$ cat src/rtl/sfcd_pkg.sv
`default_nettype none
package sfcd_pkg;

   localparam int MOTOR_COUNT = 5;
   localparam int BYTE_W      = 8;
   localparam int MOTOR_IDX_W = 3;
   localparam int IDX_W       = (MOTOR_COUNT > 1) ? $clog2(MOTOR_COUNT) : 1;
   localparam int POS_W       = $clog2(MOTOR_COUNT + 2);
   localparam int POS_CHECK   = MOTOR_COUNT + 1;
   localparam int QUEUE_DEPTH = 2;

   localparam logic [BYTE_W-1:0] SYNC_RESET = 8'h7A;

   localparam logic STATUS_OK  = 1'b0;
   localparam logic STATUS_ERR = 1'b1;

   typedef logic [BYTE_W-1:0] byte_type;

   typedef struct packed {
      logic                              err;
      logic [MOTOR_COUNT-1:0][BYTE_W-1:0] payload;
   } frame_cmd_type;

   typedef struct packed {
      logic push;
   } queue_ctl_type;

endpackage
`default_nettype wire

$ cat src/rtl/sfcd_req_if.sv
`default_nettype none
interface sfcd_req_if;
   logic                     valid;
   logic                     ready;
   logic [sfcd_pkg::BYTE_W-1:0] rx_byte;

   modport source (output valid, output rx_byte, input ready);
   modport sink (input valid, input rx_byte, output ready);
endinterface
`default_nettype wire

$ cat src/rtl/sfcd_rsp_if.sv
`default_nettype none
interface sfcd_rsp_if;
   logic                             valid;
   logic                             ready;
   logic                             status;
   logic [sfcd_pkg::MOTOR_IDX_W-1:0] motor_index;
   logic                             power_on;
   logic [1:0]                       speed_code;
   logic [4:0]                       angle_code;
   logic                             last;

   modport source (output valid, output status, output motor_index, output power_on,
                   output speed_code, output angle_code, output last, input ready);
   modport sink (input valid, input status, input motor_index, input power_on,
                 input speed_code, input angle_code, input last, output ready);
endinterface
`default_nettype wire

$ cat src/rtl/sfcd_front.sv
`default_nettype none
module sfcd_front (
   input  wire logic                      clock,
   input  wire logic                      reset,
   input  wire logic [sfcd_pkg::BYTE_W-1:0] sync_value,
   input  wire logic                      in_valid,
   output logic                           in_ready,
   input  wire logic [sfcd_pkg::BYTE_W-1:0] in_byte,
   input  wire logic                      q_full,
   output sfcd_pkg::queue_ctl_type        q_ctl,
   output sfcd_pkg::frame_cmd_type        q_data
);

   logic [sfcd_pkg::POS_W-1:0]  pos_ff, pos_in;
   logic [sfcd_pkg::BYTE_W-1:0] sum_ff, sum_in;
   logic [sfcd_pkg::MOTOR_COUNT-1:0][sfcd_pkg::BYTE_W-1:0] store_ff;
   logic [sfcd_pkg::IDX_W-1:0]  wr_idx;
   logic                        at_check;
   logic                        accept;

   assign at_check = (pos_ff == sfcd_pkg::POS_W'(sfcd_pkg::POS_CHECK));
   assign in_ready = !(at_check && q_full);
   assign accept   = in_valid && in_ready;
   assign wr_idx   = sfcd_pkg::IDX_W'(pos_ff - sfcd_pkg::POS_W'(1));

   assign q_ctl.push     = accept && at_check;
   assign q_data.err     = (sum_ff != in_byte);
   assign q_data.payload = store_ff;

   always_comb begin
      pos_in = pos_ff;
      sum_in = sum_ff;
      if (accept) begin
         if (pos_ff == '0) begin
            sum_in = sync_value;
            if (in_byte == sync_value) begin
               pos_in = sfcd_pkg::POS_W'(1);
            end
         end else if (at_check) begin
            pos_in = '0;
         end else begin
            sum_in = sum_ff + in_byte;
            pos_in = pos_ff + sfcd_pkg::POS_W'(1);
         end
      end
   end

   always_ff @(posedge clock) begin
      if (reset) begin
         pos_ff <= '0;
         sum_ff <= '0;
      end else begin
         pos_ff <= pos_in;
         sum_ff <= sum_in;
      end
   end

   // payload bytes, no reset
   always_ff @(posedge clock) begin
      if (accept && pos_ff != '0 && !at_check) begin
         store_ff[wr_idx] <= in_byte;
      end
   end

   a_pos_range: assert property (@(posedge clock) disable iff (reset)
      pos_ff <= sfcd_pkg::POS_W'(sfcd_pkg::POS_CHECK))
      else $error("frame position out of range");

endmodule
`default_nettype wire

$ cat src/rtl/sfcd_queue.sv
`default_nettype none
module sfcd_queue (
   input  wire logic                    clock,
   input  wire logic                    reset,
   input  wire sfcd_pkg::queue_ctl_type wr_ctl,
   input  wire sfcd_pkg::frame_cmd_type wr_data,
   output logic                         full,
   output logic                         rd_valid,
   input  wire logic                    rd_pop,
   output sfcd_pkg::frame_cmd_type      rd_data
);

   localparam int PTR_W = $clog2(sfcd_pkg::QUEUE_DEPTH);
   localparam int CNT_W = $clog2(sfcd_pkg::QUEUE_DEPTH + 1);

   sfcd_pkg::frame_cmd_type entry_ff [sfcd_pkg::QUEUE_DEPTH];
   logic [PTR_W-1:0] wr_ptr_ff, wr_ptr_in;
   logic [PTR_W-1:0] rd_ptr_ff, rd_ptr_in;
   logic [CNT_W-1:0] count_ff, count_in;
   logic             do_push, do_pop;

   assign full     = (count_ff == CNT_W'(sfcd_pkg::QUEUE_DEPTH));
   assign rd_valid = (count_ff != '0);
   assign rd_data  = entry_ff[rd_ptr_ff];
   assign do_push  = wr_ctl.push && !full;
   assign do_pop   = rd_pop && rd_valid;

   always_comb begin
      wr_ptr_in = wr_ptr_ff;
      rd_ptr_in = rd_ptr_ff;
      count_in  = count_ff;
      if (do_push) begin
         wr_ptr_in = (wr_ptr_ff == PTR_W'(sfcd_pkg::QUEUE_DEPTH - 1)) ? '0
                     : wr_ptr_ff + PTR_W'(1);
      end
      if (do_pop) begin
         rd_ptr_in = (rd_ptr_ff == PTR_W'(sfcd_pkg::QUEUE_DEPTH - 1)) ? '0
                     : rd_ptr_ff + PTR_W'(1);
      end
      if (do_push && !do_pop) begin
         count_in = count_ff + CNT_W'(1);
      end else if (do_pop && !do_push) begin
         count_in = count_ff - CNT_W'(1);
      end
   end

   always_ff @(posedge clock) begin
      if (reset) begin
         wr_ptr_ff <= '0;
         rd_ptr_ff <= '0;
         count_ff  <= '0;
      end else begin
         wr_ptr_ff <= wr_ptr_in;
         rd_ptr_ff <= rd_ptr_in;
         count_ff  <= count_in;
      end
   end

   always_ff @(posedge clock) begin
      if (do_push) begin
         entry_ff[wr_ptr_ff] <= wr_data;
      end
   end

   a_no_overflow: assert property (@(posedge clock) disable iff (reset)
      count_ff <= CNT_W'(sfcd_pkg::QUEUE_DEPTH))
      else $error("queue count beyond depth");

endmodule
`default_nettype wire

$ cat src/rtl/sfcd_back.sv
`default_nettype none
module sfcd_back (
   input  wire logic                    clock,
   input  wire logic                    reset,
   input  wire logic                    q_valid,
   output logic                         q_pop,
   input  wire sfcd_pkg::frame_cmd_type q_data,
   sfcd_rsp_if.source                   rsp
);

   logic                             busy_ff, busy_in;
   sfcd_pkg::frame_cmd_type          cmd_ff;
   logic [sfcd_pkg::IDX_W-1:0]       idx_ff, idx_in;
   logic                             valid_ff, valid_in;
   logic                             status_ff, status_in;
   logic [sfcd_pkg::MOTOR_IDX_W-1:0] motor_ff, motor_in;
   logic [sfcd_pkg::BYTE_W-1:0]      byte_ff, byte_in;
   logic                             last_ff, last_in;
   logic                             advance;
   logic                             final_one;

   assign advance   = !valid_ff || rsp.ready;
   assign q_pop     = !busy_ff && q_valid;
   assign final_one = cmd_ff.err || (idx_ff == sfcd_pkg::IDX_W'(sfcd_pkg::MOTOR_COUNT - 1));

   always_comb begin
      busy_in   = busy_ff;
      idx_in    = idx_ff;
      valid_in  = valid_ff;
      status_in = status_ff;
      motor_in  = motor_ff;
      byte_in   = byte_ff;
      last_in   = last_ff;
      if (q_pop) begin
         busy_in = 1'b1;
         idx_in  = '0;
      end
      if (advance) begin
         valid_in = busy_ff;
         if (busy_ff) begin
            last_in = final_one;
            if (cmd_ff.err) begin
               status_in = sfcd_pkg::STATUS_ERR;
               motor_in  = '0;
               byte_in   = '0;
            end else begin
               status_in = sfcd_pkg::STATUS_OK;
               motor_in  = sfcd_pkg::MOTOR_IDX_W'(idx_ff);
               byte_in   = cmd_ff.payload[idx_ff];
            end
            if (final_one) begin
               busy_in = 1'b0;
            end else begin
               idx_in = idx_ff + sfcd_pkg::IDX_W'(1);
            end
         end
      end
   end

   always_ff @(posedge clock) begin
      if (reset) begin
         busy_ff  <= 1'b0;
         valid_ff <= 1'b0;
      end else begin
         busy_ff  <= busy_in;
         valid_ff <= valid_in;
      end
      idx_ff    <= idx_in;
      status_ff <= status_in;
      motor_ff  <= motor_in;
      byte_ff   <= byte_in;
      last_ff   <= last_in;
      if (q_pop) begin
         cmd_ff <= q_data;
      end
   end

   assign rsp.valid       = valid_ff;
   assign rsp.status      = status_ff;
   assign rsp.motor_index = motor_ff;
   assign rsp.power_on    = byte_ff[0];
   assign rsp.speed_code  = byte_ff[2:1];
   assign rsp.angle_code  = byte_ff[7:3];
   assign rsp.last        = last_ff;

   a_err_is_last: assert property (@(posedge clock) disable iff (reset)
      valid_ff && status_ff == sfcd_pkg::STATUS_ERR |-> last_ff && motor_ff == '0)
      else $error("error word must be single and last");

   a_idx_range: assert property (@(posedge clock) disable iff (reset)
      busy_ff |-> idx_ff <= sfcd_pkg::IDX_W'(sfcd_pkg::MOTOR_COUNT - 1))
      else $error("motor index out of range");

endmodule
`default_nettype wire

$ cat src/rtl/sync_frame_command_decoder.sv
// a frame is queued at its checksum word, then popped into the output stage
// in: one word per cycle unless stalled; good frame out: one word per ready cycle
// a two-entry frame queue lets up to two finished frames wait on the result side
// input stalls only on a checksum word while that queue is full
// reset (synchronous, active high) returns to hunting, empties the queue, sync = 0x7a
`default_nettype none
module sync_frame_command_decoder (
   input  wire logic                        clock,
   input  wire logic                        reset,
   sfcd_req_if.sink                         req_byte,
   sfcd_rsp_if.source                       rsp_cmd,
   input  wire logic                        csr_we,
   input  wire logic [sfcd_pkg::BYTE_W-1:0] csr_wdata
);

   logic [sfcd_pkg::BYTE_W-1:0] sync_ff;
   sfcd_pkg::queue_ctl_type     q_ctl;
   sfcd_pkg::frame_cmd_type     q_wr_data;
   sfcd_pkg::frame_cmd_type     q_rd_data;
   logic                        q_full;
   logic                        q_valid;
   logic                        q_pop;

   always_ff @(posedge clock) begin
      if (reset) begin
         sync_ff <= sfcd_pkg::SYNC_RESET;
      end else if (csr_we) begin
         sync_ff <= csr_wdata;
      end
   end

   sfcd_front u_front (
      .clock      (clock),
      .reset      (reset),
      .sync_value (sync_ff),
      .in_valid   (req_byte.valid),
      .in_ready   (req_byte.ready),
      .in_byte    (req_byte.rx_byte),
      .q_full     (q_full),
      .q_ctl      (q_ctl),
      .q_data     (q_wr_data)
   );

   sfcd_queue u_queue (
      .clock    (clock),
      .reset    (reset),
      .wr_ctl   (q_ctl),
      .wr_data  (q_wr_data),
      .full     (q_full),
      .rd_valid (q_valid),
      .rd_pop   (q_pop),
      .rd_data  (q_rd_data)
   );

   sfcd_back u_back (
      .clock   (clock),
      .reset   (reset),
      .q_valid (q_valid),
      .q_pop   (q_pop),
      .q_data  (q_rd_data),
      .rsp     (rsp_cmd)
   );

endmodule
`default_nettype wire
$ cat src/flat_wrapper.sv
// flat-port wrapper written by rule: the top's interface ports become plain ports
module sync_frame_command_decoder_flat 
  (clock, reset, csr_we, csr_wdata, req_byte_valid, req_byte_rx_byte, req_byte_ready, rsp_cmd_valid, rsp_cmd_status, rsp_cmd_motor_index, rsp_cmd_power_on, rsp_cmd_speed_code, rsp_cmd_angle_code, rsp_cmd_last, rsp_cmd_ready);
  sfcd_req_if req_byte_i ();
  sfcd_rsp_if rsp_cmd_i ();
  input  wire logic clock;
  input  wire logic reset;
  input  wire logic csr_we;
  input  wire logic [sfcd_pkg::BYTE_W-1:0] csr_wdata;
  input wire logic [$bits(req_byte_i.valid)-1:0] req_byte_valid;
  input wire logic [$bits(req_byte_i.rx_byte)-1:0] req_byte_rx_byte;
  output wire logic [$bits(req_byte_i.ready)-1:0] req_byte_ready;
  output wire logic [$bits(rsp_cmd_i.valid)-1:0] rsp_cmd_valid;
  output wire logic [$bits(rsp_cmd_i.status)-1:0] rsp_cmd_status;
  output wire logic [$bits(rsp_cmd_i.motor_index)-1:0] rsp_cmd_motor_index;
  output wire logic [$bits(rsp_cmd_i.power_on)-1:0] rsp_cmd_power_on;
  output wire logic [$bits(rsp_cmd_i.speed_code)-1:0] rsp_cmd_speed_code;
  output wire logic [$bits(rsp_cmd_i.angle_code)-1:0] rsp_cmd_angle_code;
  output wire logic [$bits(rsp_cmd_i.last)-1:0] rsp_cmd_last;
  input wire logic [$bits(rsp_cmd_i.ready)-1:0] rsp_cmd_ready;
  assign req_byte_i.valid = req_byte_valid;
  assign req_byte_i.rx_byte = req_byte_rx_byte;
  assign req_byte_ready = req_byte_i.ready;
  assign rsp_cmd_valid = rsp_cmd_i.valid;
  assign rsp_cmd_status = rsp_cmd_i.status;
  assign rsp_cmd_motor_index = rsp_cmd_i.motor_index;
  assign rsp_cmd_power_on = rsp_cmd_i.power_on;
  assign rsp_cmd_speed_code = rsp_cmd_i.speed_code;
  assign rsp_cmd_angle_code = rsp_cmd_i.angle_code;
  assign rsp_cmd_last = rsp_cmd_i.last;
  assign rsp_cmd_i.ready = rsp_cmd_ready;
  sync_frame_command_decoder u_core (.clock(clock), .reset(reset), .req_byte(req_byte_i), .rsp_cmd(rsp_cmd_i), .csr_we(csr_we), .csr_wdata(csr_wdata));
endmodule
$ cat config.mk
export PLATFORM = sky130hd
export DESIGN_NAME = sync_frame_command_decoder_flat
export DESIGN_NICKNAME = d
export VERILOG_FILES = /design/src/rtl/sfcd_pkg.sv /design/src/rtl/sfcd_req_if.sv /design/src/rtl/sfcd_rsp_if.sv /design/src/rtl/sfcd_front.sv /design/src/rtl/sfcd_queue.sv /design/src/rtl/sfcd_back.sv /design/src/rtl/sync_frame_command_decoder.sv /design/src/flat_wrapper.sv
export SDC_FILE = /design/constraint.sdc
export NUM_CORES = 1
export LEC_CHECK = 0
export BUFFER_PORTS_ARGS = -buffer_cell sky130_fd_sc_hd__buf_2
export CAP_MARGIN = 30
export CORE_ASPECT_RATIO = 0.5
export CORE_MARGIN = 5
export CORE_UTILIZATION = 45
export DETAILED_ROUTE_END_ITERATION = 8
export PLACE_DENSITY = 0.64
export SYNTH_ARGS = -nofsm -noshare
export SYNTH_HDL_FRONTEND = slang
export SYNTH_SLANG_ARGS = --single-unit
$ cat constraint.sdc
create_clock -name clock -period 8.4 [get_ports clock]
set_input_delay 1.68 -clock clock [delete_from_list [all_inputs] [get_ports clock]]
set_output_delay 1.68 -clock clock [all_outputs]
set_load 0.05 [all_outputs]
==> run metrics <==
result of the run=finished clean; net count after synthesis=~500; count of pins on the block boundary=36; number of failing hold endpoints at the final stage=0; Avg Synthesized Cell Area=16.9 um^2; site row count=34; Crit path required time=between 6 and 7 ns; final cell count without fillers=approximately 750; worst setup slack for register-to-register paths=approximately 5.7 ns; summed area of non-filler cells in the final layout=8830 um^2; die extent in x=around 200 um; critical-path maximum fanout=8; highest cell delay on the worst timing path=between 0.4 and 0.5 ns; wire length of the first global-routing pass=~22000 um; total overflow reported by the global router=0; total cell area at the placement stage=between 8000 and 9000 um^2; height of the die=~100 um; fin crit share=~42%; worst reg2reg startpoint=u_core.u_front.pos_ff[0]; number of iterations in the first detailed-routing pass=5; Min Clock Period, post-route=between 3 and 4 ns; number of buffers and inverters on the critical path=2; worst clock skew=approximately 0.022 ns; number of warning messages in the yosys log=0; relative slew slack=between 40% and 50%; part of the power in combinational logic=between 10% and 20%; number of instances in the placed design=a little over 700; initial antenna violation count=0; Synth Flop Type=edfxtp_1; share of total power consumed by net switching=between 20% and 30%; Die ar.=about 20000 um^2; CP Depth=5; gate count after technology mapping=460; share of synthesized registers carrying an async set or reset=0%; startpoint-to-endpoint class of the critical path=reg2out; maximum level of the CTS H-tree=1; cell type contributing the most total cell area after synthesis=edfxtp_1; global-route usage over all layers=between 10% and 20%; worst path cell trace=inv_1, ha_1, nand2_1, or2_1, buf_2; proportion of synthesized chip area in sequential cells=between 70 and 80%; leakage power of the design=about 3 nW; cell type group with the largest total delay on the critical path=flip-flops; number of antenna diodes=0; number of design rule violations left after detail routing=0; starting density of the core=a little under half; arrival time at the worst endpoint=1.87 ns; capturing element type of the critical path=output port; class of the tightest hold or removal check=reg2reg; Post-synth EDFFs=approximately 180; number of vias in the routed layout=approximately 3.9k; area of the core=17200 um^2; clock buffers created by TritonCTS=19; WHS=about 0.44 ns; setup repair after global routing missed its margin=false; Max IR drop VDD=0.123 mV; clock-pin transition on the worst setup and hold timing paths=about 0.07 ns; clock share of power=just under 30%; share of post-route cells with drive strength above 1=between 20% and 30%; CTS max path bufs=3; number of post-CTS setup repair buffers=0; count of state elements after synthesis=approximately 200; worst-margin pin slew=around 0.85 ns; max-slew violations=0; slowest stage cell on the critical path=dfxtp_1; via count of the first global-routing pass=~3.8k; Internal Pwr Total=between 0.0015 and 0.002 W; Post-CTS Resized=0; global placement routability congestion=0.810; number of sinks driven by the clock tree=~200; worst hold stages=0; cell at the root of the clock tree=clkbuf_16; leading cell types by total area after synthesis=edfxtp_1 68%, dfxtp_1 7.2%, mux2_2 5.9%, ha_1 2.4%, mux4_2 2.3%; antenna violation net count after detailed routing=0; total power density per cell area=294 nW/um^2; average wire per cell in the routed design=between 15 and 20 um; Post-DP HPWL=around 8900 um; crit path to=req_byte_ready; maximum number of pins on one net before global-route repair=42; fraction of synthesized cell area taken by the top area cell type=between 60% and 70%; clock tree from TritonCTS=done; Port Buffers=35; maximum clock frequency=about 0.28 GHz; number of endpoints failing setup at the final stage=0; Area growth syn-to-layout=13.3%; sequential share of power=a little over half; net total in the final layout=approximately 550; mapped cell area=between 7000 and 8000 um^2; switching power=0.000713 W; sort of element at the start of the critical path=flip-flop; max-capacitance violation count=0; launching instance or port of the critical path=u_core.u_front.pos_ff[0]; per-cell via count in the routed design=around 5; Worst Reg2Reg Path Length in Cells=7; count of distinct cell types in the synthesized netlist=42; number of design-rule violations left by the first detailed-router iteration=276; clock insertion delay at the later pin of the skew report=0.48 ns; total negative slack for setup checks=0 ns; FF-to-FF End=u_core.u_front.q_data[4]; number of buffers added to fix hold violations after cts=0; overall routed net length=between 10000 and 15000 um
-- cell usage in the layout, fill, tap and decap left out, drive strengths merged, types with 2 or more instances in the layout --
cell type  netlist  routed
xor2             5       5
nor2            33      33
a211o            5       5
o21ai           15      15
ha              15      15
nand2           19      19
clkbuf           7      28
mux2            41      41
a311oi           3       3
nand2b           2       2
xnor2           13      13
dfxtp           28      28
mux2i            5       5
a211oi           4       4
and2b            2       2
o21bai           2       2
clkinv           1       5
a21oi           11      11
nand3            4       4
nand4            3       3
inv             11      12
nor4             2       2
nor2b            9       9
o211ai           2       2
and2             3       3
mux4             8       8
nor3             7       7
edfxtp         176     176
a22oi            8       8
buf              8      42
-- through the flow --
step / util [%] / worst slack, ns / total power (W)
after floorplan: - / 4.38 / 0.00172
after global placement: 47.9 / 4.72 / 0.00185
after detailed placement: 48.2 / 4.71 / 0.00187
after CTS: 51.3 / 4.84 / 0.00263
after global routing: 51.4 / 4.72 / 0.00272
final: 51.4 / 4.85 / 0.00260
-- layer usage --
metal / part of all wire [%] / GRT usage [%]
met5: 0 / 0
met2: 43 / 20.6
met1: 50 / 21.1
met3: 5.5 / 3.04
met4: 1.8 / 3.22
-- power by group through the flow --
stage | Sequential (W) | Combinational, W | Clock [W]
floorplan | 0.00141 | 0.000312 | 0
detailed placement | 0.00137 | 0.000495 | 0
CTS | 0.00135 | 0.000497 | 0.000778
global route | 0.00136 | 0.000531 | 0.000829
finish | 0.00135 | 0.000489 | 0.000759
global placement | 0.00140 | 0.000448 | 0
-- registers in the layout, summed over array words and instances (netlist names) --
signal / cells
u_core.u_queue.wr_ptr_ff: 1
u_core.u_front.sum_ff: 8
u_core.u_back.rsp.last: 1
u_core.u_back.byte_ff: 8
u_core.u_back.rsp.valid: 1
u_core.u_back.rsp.motor_index: 3
u_core.u_queue.entry_ff: 82
u_core.u_back.busy_ff: 1
u_core.u_front.pos_ff: 3
u_core.u_back.idx_ff: 3
u_core.u_back.rsp.status: 1
u_core.sync_ff: 8
u_core.u_queue.rd_ptr_ff: 1
u_core.u_front.q_data: 40
u_core.u_queue.count_ff: 2
u_core.u_back.cmd_ff: 41
-- cells by family (layout without fill, tap and decap cells) --
| group | after synthesis | count (layout) | synth area share (%) |
|---|---|---|---|
| DFF | 204 | 204 | 75.0 |
| muxes | 54 | 54 | 8.88 |
| and+or+nand+nor | 87 | 87 | 5.25 |
| xor gates and xnor gates | 18 | 18 | 2.02 |
| adders and majority gates | 16 | 16 | 2.66 |
| AOI/OAI and AO/OA | 54 | 54 | 4.77 |
| buffers and inverters | 27 | 87 | 1.41 |
-- worst min-delay path by stage --
stage / from / end / slack (ns)
after floorplan: u_core.u_front.q_data[0] / u_core.u_queue.entry_ff[0][0] / 0.42
after detailed placement: u_core.u_front.q_data[33] / u_core.u_queue.entry_ff[1][33] / 0.43
after global routing: u_core.u_front.q_data[37] / u_core.u_queue.entry_ff[0][37] / 0.46
after global placement: u_core.u_front.q_data[2] / u_core.u_queue.entry_ff[1][2] / 0.42
final: u_core.u_front.q_data[29] / u_core.u_queue.entry_ff[1][29] / 0.44
after CTS: u_core.u_front.q_data[29] / u_core.u_queue.entry_ff[1][29] / 0.45
-- cell usage after synthesis (3+ instances only) --
cell type  instances
ha_1              15
xor2_1             5
a211o_1            5
nor2b_1            9
buf_2              7
and2_1             3
a22oi_1            8
nand3_1            4
clkbuf_1           7
a311oi_1           3
mux4_2             8
nor2_1            33
inv_1             11
a211oi_1           3
edfxtp_1         176
dfxtp_1           28
o21ai_0           13
mux2i_1            5
a21oi_1           11
nand2_1           19
nor3_1             6
xnor2_1           13
nand4_1            3
mux2_2            41
-- final cells by class --
| class | count | area (um^2) |
|---|---|---|
| timing repair buffer | 44 | 265 |
| clock inverter | 5 | 30.0 |
| fill | 1410 | 8360 |
| multi-input combinational | 229 | 1850 |
| tap | 234 | 293 |
| sequential | 204 | 5850 |
| clock buffer | 26 | 502 |
| inverter | 12 | 45.0 |
-- worst reg2reg max path: cells and delay by family (launching register included) --
| kind | cells | cell delay, ns |
|---|---|---|
| simple gates | 5 | 1.44 |
| flops | 1 | 0.48 |
| fa+ha+maj | 1 | 0.26 |
| buf+inv | 1 | 0.15 |
Power figures use the tool's default switching activity.
